`config.mk`:
```
export PLATFORM = sky130hd
export DESIGN_NAME = ascii_frame_receiver_router_flat
export DESIGN_NICKNAME = d
export VERILOG_FILES = /design/src/rtl/afr_pkg.sv /design/src/rtl/afr_if.sv /design/src/rtl/ascii_frame_receiver_router.sv /design/src/rtl/afr_emitter.sv /design/src/flat_wrapper.sv
export SDC_FILE = /design/constraint.sdc
export NUM_CORES = 1
export LEC_CHECK = 0
export BUFFER_PORTS_ARGS = -buffer_cell sky130_fd_sc_hd__buf_2
export CAP_MARGIN = 10
export CORE_UTILIZATION = 45
export CTS_BUF_LIST = sky130_fd_sc_hd__clkbuf_16
export CTS_CLUSTER_SIZE = 28
export DETAILED_ROUTE_END_ITERATION = 16
export MAX_ROUTING_LAYER = met4
export PLACE_DENSITY_LB_ADDON = 0.2
export SLEW_MARGIN = 15
export SYNTH_ARGS = -nofsm -noshare
export SYNTH_HDL_FRONTEND = slang
export SYNTH_HIERARCHICAL = 1
export SYNTH_SLANG_ARGS = --single-unit
```
`constraint.sdc`:
```
create_clock -name clk_i -period 8.4 [get_ports clk_i]
set_input_delay 0.42 -clock clk_i [delete_from_list [all_inputs] [get_ports clk_i]]
set_output_delay 0.42 -clock clk_i [all_outputs]
set_load 0.005 [all_outputs]
```
`src/rtl/afr_pkg.sv`:
```
// ----------------------------------------------------------------------------
// afr_pkg - shared types and constants of the ASCII frame receiver/router
// Byte codes, link codes and the request that hands a closed frame to the
// result emitter.
// ----------------------------------------------------------------------------
package afr_pkg;

  localparam logic [7:0] ASCII_ZERO = 8'h30;
  localparam logic [7:0] ASCII_ONE  = 8'h31;

  localparam logic [1:0] DEST_REPLY    = 2'd0;
  localparam logic [1:0] DEST_LINK_ONE = 2'd1;
  localparam logic [1:0] DEST_LINK_TWO = 2'd2;

  // Request from the frame assembler to the emitter on a closing byte
  typedef struct packed {
    logic       load;
    logic       routed;
    logic [1:0] link;
    logic [7:0] answer;
  } emit_req_t;

endpackage

```
`src/rtl/afr_if.sv`:
```
// ----------------------------------------------------------------------------
// afr_if - handshake channels of the ASCII frame receiver/router
// Received byte channel and routed result channel, valid/ready.
// ----------------------------------------------------------------------------
interface afr_rx_if;
  logic       valid;
  logic       ready;
  logic [7:0] rx_byte;

  modport source (output valid, output rx_byte, input ready);
  modport sink   (input valid, input rx_byte, output ready);
endinterface

interface afr_res_if;
  logic       valid;
  logic       ready;
  logic [1:0] dest;
  logic [7:0] data_byte;
  logic       last_of_run;

  modport source (output valid, output dest, output data_byte, output last_of_run,
                  input ready);
  modport sink   (input valid, input dest, input data_byte, input last_of_run,
                  output ready);
endinterface

```
`src/rtl/ascii_frame_receiver_router.sv`:
```
// ----------------------------------------------------------------------------
// ascii_frame_receiver_router - ASCII command frame receiver and router
// Assembles start, two address bytes, payload and closing byte, then routes
// the payload to link one or two on request and answers on the reply link.
// ----------------------------------------------------------------------------
//  channel | modport | payload                       | per request
//  rx_i    | sink    | rx_byte[7:0]                  | one received byte
//  res_o   | source  | dest[1:0] data_byte[7:0] last | one byte for one link
//
//  Every byte is taken in the cycle it is offered; only the closing byte waits,
//  and only while the emitter still holds results of the previous frame.
//  A closing byte gives PAYLOAD_BYTES + 1 results (routed) or one result,
//  one per ready cycle from the result register and the payload shift line.
//  Results of one frame overlap with reception of the next.
//  Reset clears the frame position and the emitter; stored bytes need none.
//  A stall on res_o holds the current result and blocks only a closing byte.
module ascii_frame_receiver_router #(
  parameter int PAYLOAD_BYTES = 8
) (
  input  logic      clk_i,
  input  logic      rst_ni,
  afr_rx_if.sink    rx_i,
  afr_res_if.source res_o
);
  import afr_pkg::*;

  localparam int PosW     = $clog2(PAYLOAD_BYTES + 4);
  localparam int ClosePos = PAYLOAD_BYTES + 3;

  logic [PosW-1:0]               pos_q, pos_d;
  logic                          addr0_one_q, addr0_one_d;
  logic                          addr1_one_q, addr1_one_d;
  logic [PAYLOAD_BYTES-1:0][7:0] pay_q, pay_d;
  logic                          at_close;
  logic                          can_load;
  logic                          accept;
  emit_req_t                     req;

  assign at_close   = (pos_q == PosW'(ClosePos));
  assign rx_i.ready = !at_close || can_load;
  assign accept     = rx_i.valid && rx_i.ready;

  always_comb begin
    pos_d       = pos_q;
    addr0_one_d = addr0_one_q;
    addr1_one_d = addr1_one_q;
    pay_d       = pay_q;
    if (accept) begin
      priority if (pos_q == '0) begin
        // drop everything but the start byte
        if (rx_i.rx_byte == ASCII_ZERO) pos_d = PosW'(1);
      end else if (pos_q == PosW'(1)) begin
        addr0_one_d = (rx_i.rx_byte == ASCII_ONE);
        pos_d       = PosW'(2);
      end else if (pos_q == PosW'(2)) begin
        addr1_one_d = (rx_i.rx_byte == ASCII_ONE);
        pos_d       = PosW'(3);
      end else if (!at_close) begin
        for (int i = 0; i < PAYLOAD_BYTES - 1; i++) begin
          pay_d[i] = pay_q[i+1];
        end
        pay_d[PAYLOAD_BYTES-1] = rx_i.rx_byte;
        pos_d = pos_q + PosW'(1);
      end else begin
        pos_d = '0;
      end
    end
  end

  always_comb begin
    req.load   = accept && at_close;
    req.routed = (rx_i.rx_byte == ASCII_ONE) && !addr0_one_q;
    req.link   = addr1_one_q ? DEST_LINK_TWO : DEST_LINK_ONE;
    req.answer = (rx_i.rx_byte == ASCII_ONE) ? ASCII_ONE : ASCII_ZERO;
  end

  always_ff @(posedge clk_i or negedge rst_ni) begin
    if (!rst_ni) begin
      pos_q <= '0;
    end else begin
      pos_q <= pos_d;
    end
  end

  always_ff @(posedge clk_i) begin
    addr0_one_q <= addr0_one_d;
    addr1_one_q <= addr1_one_d;
    pay_q       <= pay_d;
  end

  afr_emitter #(
    .PAYLOAD_BYTES(PAYLOAD_BYTES)
  ) u_emitter (
    .clk_i     (clk_i),
    .rst_ni    (rst_ni),
    .req_i     (req),
    .payload_i (pay_q),
    .can_load_o(can_load),
    .res_o     (res_o)
  );

endmodule

```
`src/rtl/afr_emitter.sv`:
```
// ----------------------------------------------------------------------------
// afr_emitter - result sequencer
// Holds the result register and a shift line of the remaining payload bytes,
// and emits one result, or PAYLOAD_BYTES + 1 when routed, per accepted request.
// ----------------------------------------------------------------------------
module afr_emitter #(
  parameter int PAYLOAD_BYTES = 8
) (
  input  logic                             clk_i,
  input  logic                             rst_ni,
  input  afr_pkg::emit_req_t               req_i,
  input  logic [PAYLOAD_BYTES-1:0][7:0]    payload_i,
  output logic                             can_load_o,
  afr_res_if.source                        res_o
);
  import afr_pkg::*;

  localparam int RemW = $clog2(PAYLOAD_BYTES + 1);

  logic                          out_valid_q, out_valid_d;
  logic [RemW-1:0]               rem_q, rem_d;
  logic [1:0]                    link_q, link_d;
  logic [1:0]                    dest_q, dest_d;
  logic [7:0]                    byte_q, byte_d;
  logic                          last_q, last_d;
  logic [PAYLOAD_BYTES-1:0][7:0] buf_q, buf_d;
  logic                          advance;

  assign advance    = out_valid_q && res_o.ready;
  // a new run may enter as the final result of the current one leaves
  assign can_load_o = !out_valid_q || (res_o.ready && (rem_q == '0));

  always_comb begin
    out_valid_d = out_valid_q;
    rem_d       = rem_q;
    link_d      = link_q;
    dest_d      = dest_q;
    byte_d      = byte_q;
    last_d      = last_q;
    buf_d       = buf_q;
    if (req_i.load) begin
      out_valid_d = 1'b1;
      link_d      = req_i.link;
      if (req_i.routed) begin
        dest_d = req_i.link;
        byte_d = payload_i[0];
        last_d = 1'b0;
        rem_d  = RemW'(PAYLOAD_BYTES);
        // load the rest of the payload, answer at the tail
        for (int i = 0; i < PAYLOAD_BYTES - 1; i++) begin
          buf_d[i] = payload_i[i+1];
        end
        buf_d[PAYLOAD_BYTES-1] = ASCII_ONE;
      end else begin
        dest_d = DEST_REPLY;
        byte_d = req_i.answer;
        last_d = 1'b1;
        rem_d  = '0;
      end
    end else if (advance) begin
      if (rem_q != '0) begin
        byte_d = buf_q[0];
        dest_d = (rem_q == RemW'(1)) ? DEST_REPLY : link_q;
        last_d = (rem_q == RemW'(1));
        rem_d  = rem_q - RemW'(1);
        for (int i = 0; i < PAYLOAD_BYTES - 1; i++) begin
          buf_d[i] = buf_q[i+1];
        end
        buf_d[PAYLOAD_BYTES-1] = ASCII_ONE;
      end else begin
        out_valid_d = 1'b0;
      end
    end
  end

  always_ff @(posedge clk_i or negedge rst_ni) begin
    if (!rst_ni) begin
      out_valid_q <= 1'b0;
      rem_q       <= '0;
    end else begin
      out_valid_q <= out_valid_d;
      rem_q       <= rem_d;
    end
  end

  always_ff @(posedge clk_i) begin
    link_q <= link_d;
    dest_q <= dest_d;
    byte_q <= byte_d;
    last_q <= last_d;
    buf_q  <= buf_d;
  end

  assign res_o.valid       = out_valid_q;
  assign res_o.dest        = dest_q;
  assign res_o.data_byte   = byte_q;
  assign res_o.last_of_run = last_q;

endmodule

```
`src/flat_wrapper.sv`:
```
// flat-port wrapper written by rule: the top's interface ports become plain ports
module ascii_frame_receiver_router_flat import afr_pkg::*;
#(
  parameter int PAYLOAD_BYTES = 8
)
  (clk_i, rst_ni, rx_i_valid, rx_i_rx_byte, rx_i_ready, res_o_valid, res_o_dest, res_o_data_byte, res_o_last_of_run, res_o_ready);
  afr_rx_if rx_i_i ();
  afr_res_if res_o_i ();
  input  logic clk_i;
  input  logic rst_ni;
  input wire logic [$bits(rx_i_i.valid)-1:0] rx_i_valid;
  input wire logic [$bits(rx_i_i.rx_byte)-1:0] rx_i_rx_byte;
  output wire logic [$bits(rx_i_i.ready)-1:0] rx_i_ready;
  output wire logic [$bits(res_o_i.valid)-1:0] res_o_valid;
  output wire logic [$bits(res_o_i.dest)-1:0] res_o_dest;
  output wire logic [$bits(res_o_i.data_byte)-1:0] res_o_data_byte;
  output wire logic [$bits(res_o_i.last_of_run)-1:0] res_o_last_of_run;
  input wire logic [$bits(res_o_i.ready)-1:0] res_o_ready;
  assign rx_i_i.valid = rx_i_valid;
  assign rx_i_i.rx_byte = rx_i_rx_byte;
  assign rx_i_ready = rx_i_i.ready;
  assign res_o_valid = res_o_i.valid;
  assign res_o_dest = res_o_i.dest;
  assign res_o_data_byte = res_o_i.data_byte;
  assign res_o_last_of_run = res_o_i.last_of_run;
  assign res_o_i.ready = res_o_ready;
  ascii_frame_receiver_router #(.PAYLOAD_BYTES(PAYLOAD_BYTES)) u_core (.clk_i(clk_i), .rst_ni(rst_ni), .rx_i(rx_i_i), .res_o(res_o_i));
endmodule
```
==> results of run 1 <==
## through the flow
step	worst slack, ps	hold slack, ps	utilization	power [mW]
final	4140	200	0.543	2.23
after global placement	4240	279	0.492	1.47
after CTS	4080	178	0.543	2.25
after detailed placement	4110	286	0.492	1.50
after floorplan	1690	124	-	1.40
after global routing	3820	177	0.543	2.34
## routing by layer
layer  global-route usage  part of all wire  wire [um]  vias to the layer above
met5                    -                 0          0                        -
met4               0.0589             0.013         97                        0
met3               0.0558             0.041        299                        8
met2                0.204              0.50       3690                       59
met1                0.147              0.44       3250                     1278
li1                     -                 -          -                     1276
## placed cells by master, fill, tap and decap left out, drive strengths merged, types with 3 or more instances in the layout
cell type	synthesis	layout
nor2	16	16
edfxtp	135	135
buf	11	28
dfrtp	9	9
nor2b	5	5
mux2	50	50
clkbuf	1	17
clkinv	0	10
nand2	5	5
o21ai	4	4
nand2b	4	4
nor3b	3	3
bufinv	0	4
mux2i	8	8
conb	2	7
and2	6	6
ha	7	7
inv	7	8
a21oi	13	13
## worst max path at each step
| stage | cells past startpoint | to | startpoint |
|---|---|---|---|
| 2_1_floorplan | 12 | u_core/u_emitter/buf_q[0] | u_core/u_emitter/rem_q[0] |
| 3_3_place_gp | 12 | u_core/u_emitter/buf_q[50] | u_core/u_emitter/rem_q[0] |
| 3_5_place_dp | 12 | u_core/u_emitter/buf_q[50] | u_core/u_emitter/rem_q[1] |
| 4_1_cts | 12 | u_core/u_emitter/buf_q[34] | u_core/u_emitter/rem_q[1] |
| 5_1_grt | 12 | u_core/u_emitter/buf_q[25] | u_core/u_emitter/rem_q[0] |
| 6_report | 12 | u_core/u_emitter/buf_q[34] | u_core/u_emitter/rem_q[1] |
## report_power, final
| group | internal (mW) | switching (mW) |
|---|---|---|
| Sequential | 1.05 | 0.0850 |
| Clock | 0.489 | 0.259 |
| Combinational | 0.135 | 0.204 |
| Total | 1.68 | 0.548 |
## cell type report
type	count	area [um^2]	share of cell area
clock inverters	15	175	0.0266
multi-input cells	154	1300	0.197
clock buffers	17	425	0.0647
repair buffers	29	160	0.0244
inverters	7	26.3	0.00400
well taps	168	210	0.0320
flip-flops and latches	144	4280	0.651
## sequential cells by signal, summed over array words and instances, names as in the netlist
signal	count
u_core/u_emitter/res_o.valid	1
u_core/u_emitter/res_o.data_byte	8
u_core/u_emitter/res_o.last_of_run	1
u_core/addr1_one_q	1
u_core/u_emitter/buf_q	56
u_core/pos_q	4
u_core/pay_q	64
u_core/u_emitter/link_q	2
u_core/u_emitter/res_o.dest	2
u_core/u_emitter/rem_q	4
u_core/addr0_one_q	1
## worst max-delay path, cell delays in order, from the launching register on
cell       delay, ps
dfrtp_1          400
inv_1            140
ha_1             210
or3b_1           380
o21ai_0          330
nand4bb_4        230
and2_4           170
nand2_1           80
nor3b_2          180
buf_4            790
nand2_1          210
o31ai_4          100
buf_4            630
## kinds of logic (layout without fill, tap and decap cells)
| group | after synthesis | after routing | synth area share |
|---|---|---|---|
| adders and majority gates | 7 | 7 | 0.0156 |
| and+or+nand+nor | 52 | 52 | 0.0547 |
| muxes | 58 | 58 | 0.115 |
| AOI/OAI and AO/OA | 30 | 30 | 0.0360 |
| buffers and inverters | 19 | 68 | 0.0167 |
| DFF | 144 | 144 | 0.761 |
| other | 2 | 7 | 0.00134 |
## Yosys cell counts, types with 2 or more instances
cell type,n,area share
a21oi_1,13,0.012
nor3_1,2,0.0018
or3_1,2,0.0022
dfrtp_1,9,0.040
a41oi_1,2,0.0031
conb_1,2,0.0013
buf_2,9,0.0080
mux2i_1,8,0.014
nor2_1,16,0.011
and2_1,5,0.0056
o21ai_0,4,0.0036
nand2b_1,4,0.0044
nor2b_1,5,0.0056
ha_1,7,0.016
edfxtp_1,135,0.72
nor3b_1,3,0.0040
nand2_1,5,0.0033
inv_1,7,0.0047
a32o_1,2,0.0036
o41ai_1,2,0.0031
mux2_2,49,0.098
## what timing repair did
action | 4_1_cts | 5_1_grt
hold endpoints to repair | 9 | 0
hold buffers | 1 | 0
setup buffers | 0 | 0
==> flow_summary.yaml, run 1 <==
timing:
  max_slew_margin: 0.318
  report.final.slew_viol_count: 0
  rsz0062_at_grt: "no"
  worst_clock_skew_ps: 8.38
  setup_viol: 0
  hold_viol_final: 0
  fin_setup_tns_ps: 0
  fin_crit_sh: 0.508
  timing.fmax_ghz: 0.235
  worst_pin_slew_ps: 1020
  period_minus_slack_ps: 4260
hold_path:
  min_delay_path_depth: 1
  hold_path.class: "in2reg"
  hp-start: "rx_i_rx_byte[4]"
  whs_endpoint: "u_core/pay_q[60]"
placement:
  dpl.hpwl_um: 3900
  post-place-cells: 501
  portBuffers: 24
  gp_congestion: 0.740
  dpl-instance-area_um2: 5960
route:
  via_per_inst: 4.91
  drt_wl_total_um: 7340
  drt_iter0_drc: 135
  drcViolationCount: 0
  vias: 2621
  drt_first_pass_iters: 4
  wire_per_inst_um: 13.7
  ant_nets: 0
setup_path:
  r2r_end: "u_core/u_emitter/buf_q[34]"
  reg2reg_depth: 12
  path_class: "reg2reg"
  path_max_fanout: 88
  required_ps: 8430
  rrSetupSlack_ps: 4140
  startpoint_type: "register"
  reg2reg_from: "u_core/u_emitter/rem_q[1]"
  end_kind: "register"
  worstPathArrival_ps: 4300
cells_and_area:
  stdcell_area_um2: 6570
  synthToLayoutAreaGrowth_pct: 16.9
  drive_gt1_frac: 0.311
  num_antenna_cells: 0
  fin_nets: 372
  num-fill-cells: 963
  final_cells: 534
job:
  maxCapViolCount: 0
synth:
  yosysSeqAreaShare: 0.761
  synth_seq_cells: 144
  syn-cell-area_um2: 5630
  ys.flop_type: "edfxtp_1"
  synth_area_per_cell_um2: 18.0
  async_reset_ff_frac: 0.0625
  ys_warn_count: 6
  syn_inst: 312
  synth_edf_count: 135
  ys_types: 42
die:
  die_w_um: 114
  die_area_um2: 13000
  die_y_um: 114
  core-area_um2: 12100
  ios: 25
  num_rows: 40
  initial_core_util: 0.464
global_route:
  grt_pass1_vias: 2584
  grt_pass1_wl_um: 12100
  grt-ovfl-total: 0
  grt.total_usage: 0.131
  antenna_found_initial: 0
  grt_max_degree: 89
pwr:
  ir_worst_vdd_v: 0.000155
  cellPowerDensity_nw_per_um2: 339
  p_leak_nw: 2.27
cts:
  post_cts_resized: 0
  root_buffer: "clkbuf_16"
  cts_buffers: 17
  clkSinkCount: 144
  h-tree-depth: 4
  clock_latency_ps: 410
  cts_buffer_depth: 2
  clkTransAtPathRegs_ps: 50
  cts_tree: "built"
status:
  status: "finished, final reports clean"
(Power assumes the default switching activity.)
==> run 2: changes to the inputs <==
clock period = 3.9 ns   (was 8.4 ns; I/O delays follow)
==> run 2 against run 1 <==
Effect of this change:
- power rose by 110%
- routed wire length rose by 3.5%
- clock skew fell by 1.9 ps
- die area did not move
- cell area rose by 0.40%
- worst hold slack got worse by 43 ps
- sequential share of layout area fell by 0.26 points
- non-clock buffer count rose by 9
- register-to-register slack got worse by 3600 ps
- largest cell class unchanged
==> flow_summary.yaml, run 2 (same netlist as run 1, synthesis figures left out) <==
setup_path:
  path_class: "reg2reg"
  worstPathArrival_ps: 3430
  endpoint: "u_core/u_emitter/res_o.data_byte[5]"
  reg2reg_from: "u_core/u_emitter/rem_q[1]"
  rrSetupSlack_ps: 510
  required_ps: 3940
  path_max_fanout: 87
  end_kind: "register"
  reg2reg_depth: 10
  r2r_end: "u_core/u_emitter/res_o.data_byte[5]"
  critPathLaunch: "u_core/u_emitter/rem_q[1]"
  startpoint_type: "register"
die:
  die_y_um: 114
  core-area_um2: 12100
  ios: 25
  die_area_um2: 13000
  num_rows: 40
  initial_core_util: 0.464
  die_w_um: 114
cells_and_area:
  synthToLayoutAreaGrowth_pct: 17.3
  stdcell_area_um2: 6600
  mostFrequentLayoutCell: "edfxtp_1"
  top_register: "u_core/pay_q"
  largest_reg_flops: 64
  num_antenna_cells: 0
  drive_gt1_frac: 0.294
  fin_nets: 381
  layout_common_cells: "edfxtp_1 (135), mux2_2 (49), buf_2 (24), clkbuf_16 (17), nor2_1 (16)"
  num-fill-cells: 934
pwr:
  p_total_mw: 4.63
  p_leak_nw: 2.25
  ir_worst_vdd_v: 0.000355
  cellPowerDensity_nw_per_um2: 701
timing:
  worst_clock_skew_ps: 6.48
  hold_viol_final: 0
  report.final.slew_viol_count: 0
  max_slew_margin: 0.415
  setup_viol: 0
  fin_crit_sh: 0.870
  timing.fmax_ghz: 0.295
  rsz0062_at_grt: "no"
  worst_pin_slew_ps: 875
  fin_setup_tns_ps: 0
  period_minus_slack_ps: 3390
placement:
  portBuffers: 24
  gp_congestion: 0.749
  dpl.hpwl_um: 4000
  dpl-instance-area_um2: 5980
status:
  status: "finished, final reports clean"
cts:
  cts_tree: "built"
  h-tree-depth: 4
  clkSinkCount: 144
  clkTransAtPathRegs_ps: 60
  root_buffer: "clkbuf_16"
  clock_latency_ps: 410
  cts_buffer_depth: 2
  cts_buffers: 17
global_route:
  grt_pass1_wl_um: 12800
  grt-ovfl-total: 0
  grt_max_degree: 88
  grt.total_usage: 0.138
  antenna_found_initial: 0
  grt_pass1_vias: 2712
route:
  drcViolationCount: 0
  drt_iter0_drc: 186
  ant_nets: 0
  drt_wl_total_um: 7600
  via_per_inst: 4.92
  drt_first_pass_iters: 4
  wire_per_inst_um: 14.0
  vias: 2666
job:
  maxCapViolCount: 0
hold_path:
  min_delay_path_depth: 4
  hold_path.class: "in2reg"
## run 2: cell types whose count changed in the layout (fill, tap and decap cells not counted), sizes merged
cell         previous run  this run
inv                     8         9
clkinv                 10         8
clkinvlp                0         3
dlygate4sd3             1         9
buf                    28        29
bufinv                  4         1
## run 2: cell type report
class / count / area, um^2 / share of cell area
flip-flops and latches: 144 / 4280 / 0.648
well taps: 168 / 210 / 0.0318
repair buffers: 38 / 260 / 0.0394
inverters: 7 / 26.3 / 0.00398
multi-input cells: 154 / 1300 / 0.197
clock inverters: 14 / 101 / 0.0154
clock buffers: 17 / 425 / 0.0645
## run 2: timing repair
action / 4_1_cts / 5_1_grt
endpoints found under the hold margin: 17 / 0
gates resized for setup: 0 / 0
hold buffers: 9 / 0
setup buffers: 0 / 0
## run 2: metrics by stage
stage          hold slack [ps]  std cells  worst slack (ps)  utilization
6_report                   157        542               507        0.545
5_1_grt                    173        542               258        0.545
4_1_cts                    134        542               464        0.545
3_5_place_dp              71.8        502               528        0.494
3_3_place_gp              68.8        502               589        0.494
2_1_floorplan             -101        317              57.3            -
## run 2: metal layers
layer	vias up	GRT usage	part of all wire	wire length, um
met1	1287	0.151	0.45	3440
li1	1297	-	-	-
met4	0	0.0675	0.020	153
met2	67	0.224	0.48	3670
met3	15	0.0494	0.043	324
met5	-	-	0	0
## run 2: worst min-delay path by stage
stage / start / end / slack [ps]
2_1_floorplan: rst_ni / u_core/pos_q[0] / -100
3_3_place_gp: rst_ni / u_core/pos_q[1] / 70
3_5_place_dp: rst_ni / u_core/pos_q[0] / 70
4_1_cts: res_o_ready / u_core/u_emitter/rem_q[2] / 130
5_1_grt: res_o_ready / u_core/u_emitter/rem_q[2] / 170
6_report: res_o_ready / u_core/u_emitter/rem_q[2] / 160
## run 2: power by group
| group | switching (mW) | total, mW | internal (mW) |
|---|---|---|---|
| sequential | 0.181 | 2.45 | 2.27 |
| combinational | 0.437 | 0.737 | 0.301 |
| clock | 0.585 | 1.44 | 0.856 |
## run 2: worst max-delay path, stage by stage (launching register included)
cell and delay [ps]:
dfrtp_1 400, inv_1 130, ha_1 200, or3b_1 380, o21ai_0 270, nand4bb_4 210
and2_4 170, nand2_1 80, nor3b_2 300, buf_12 390, o21bai_1 470
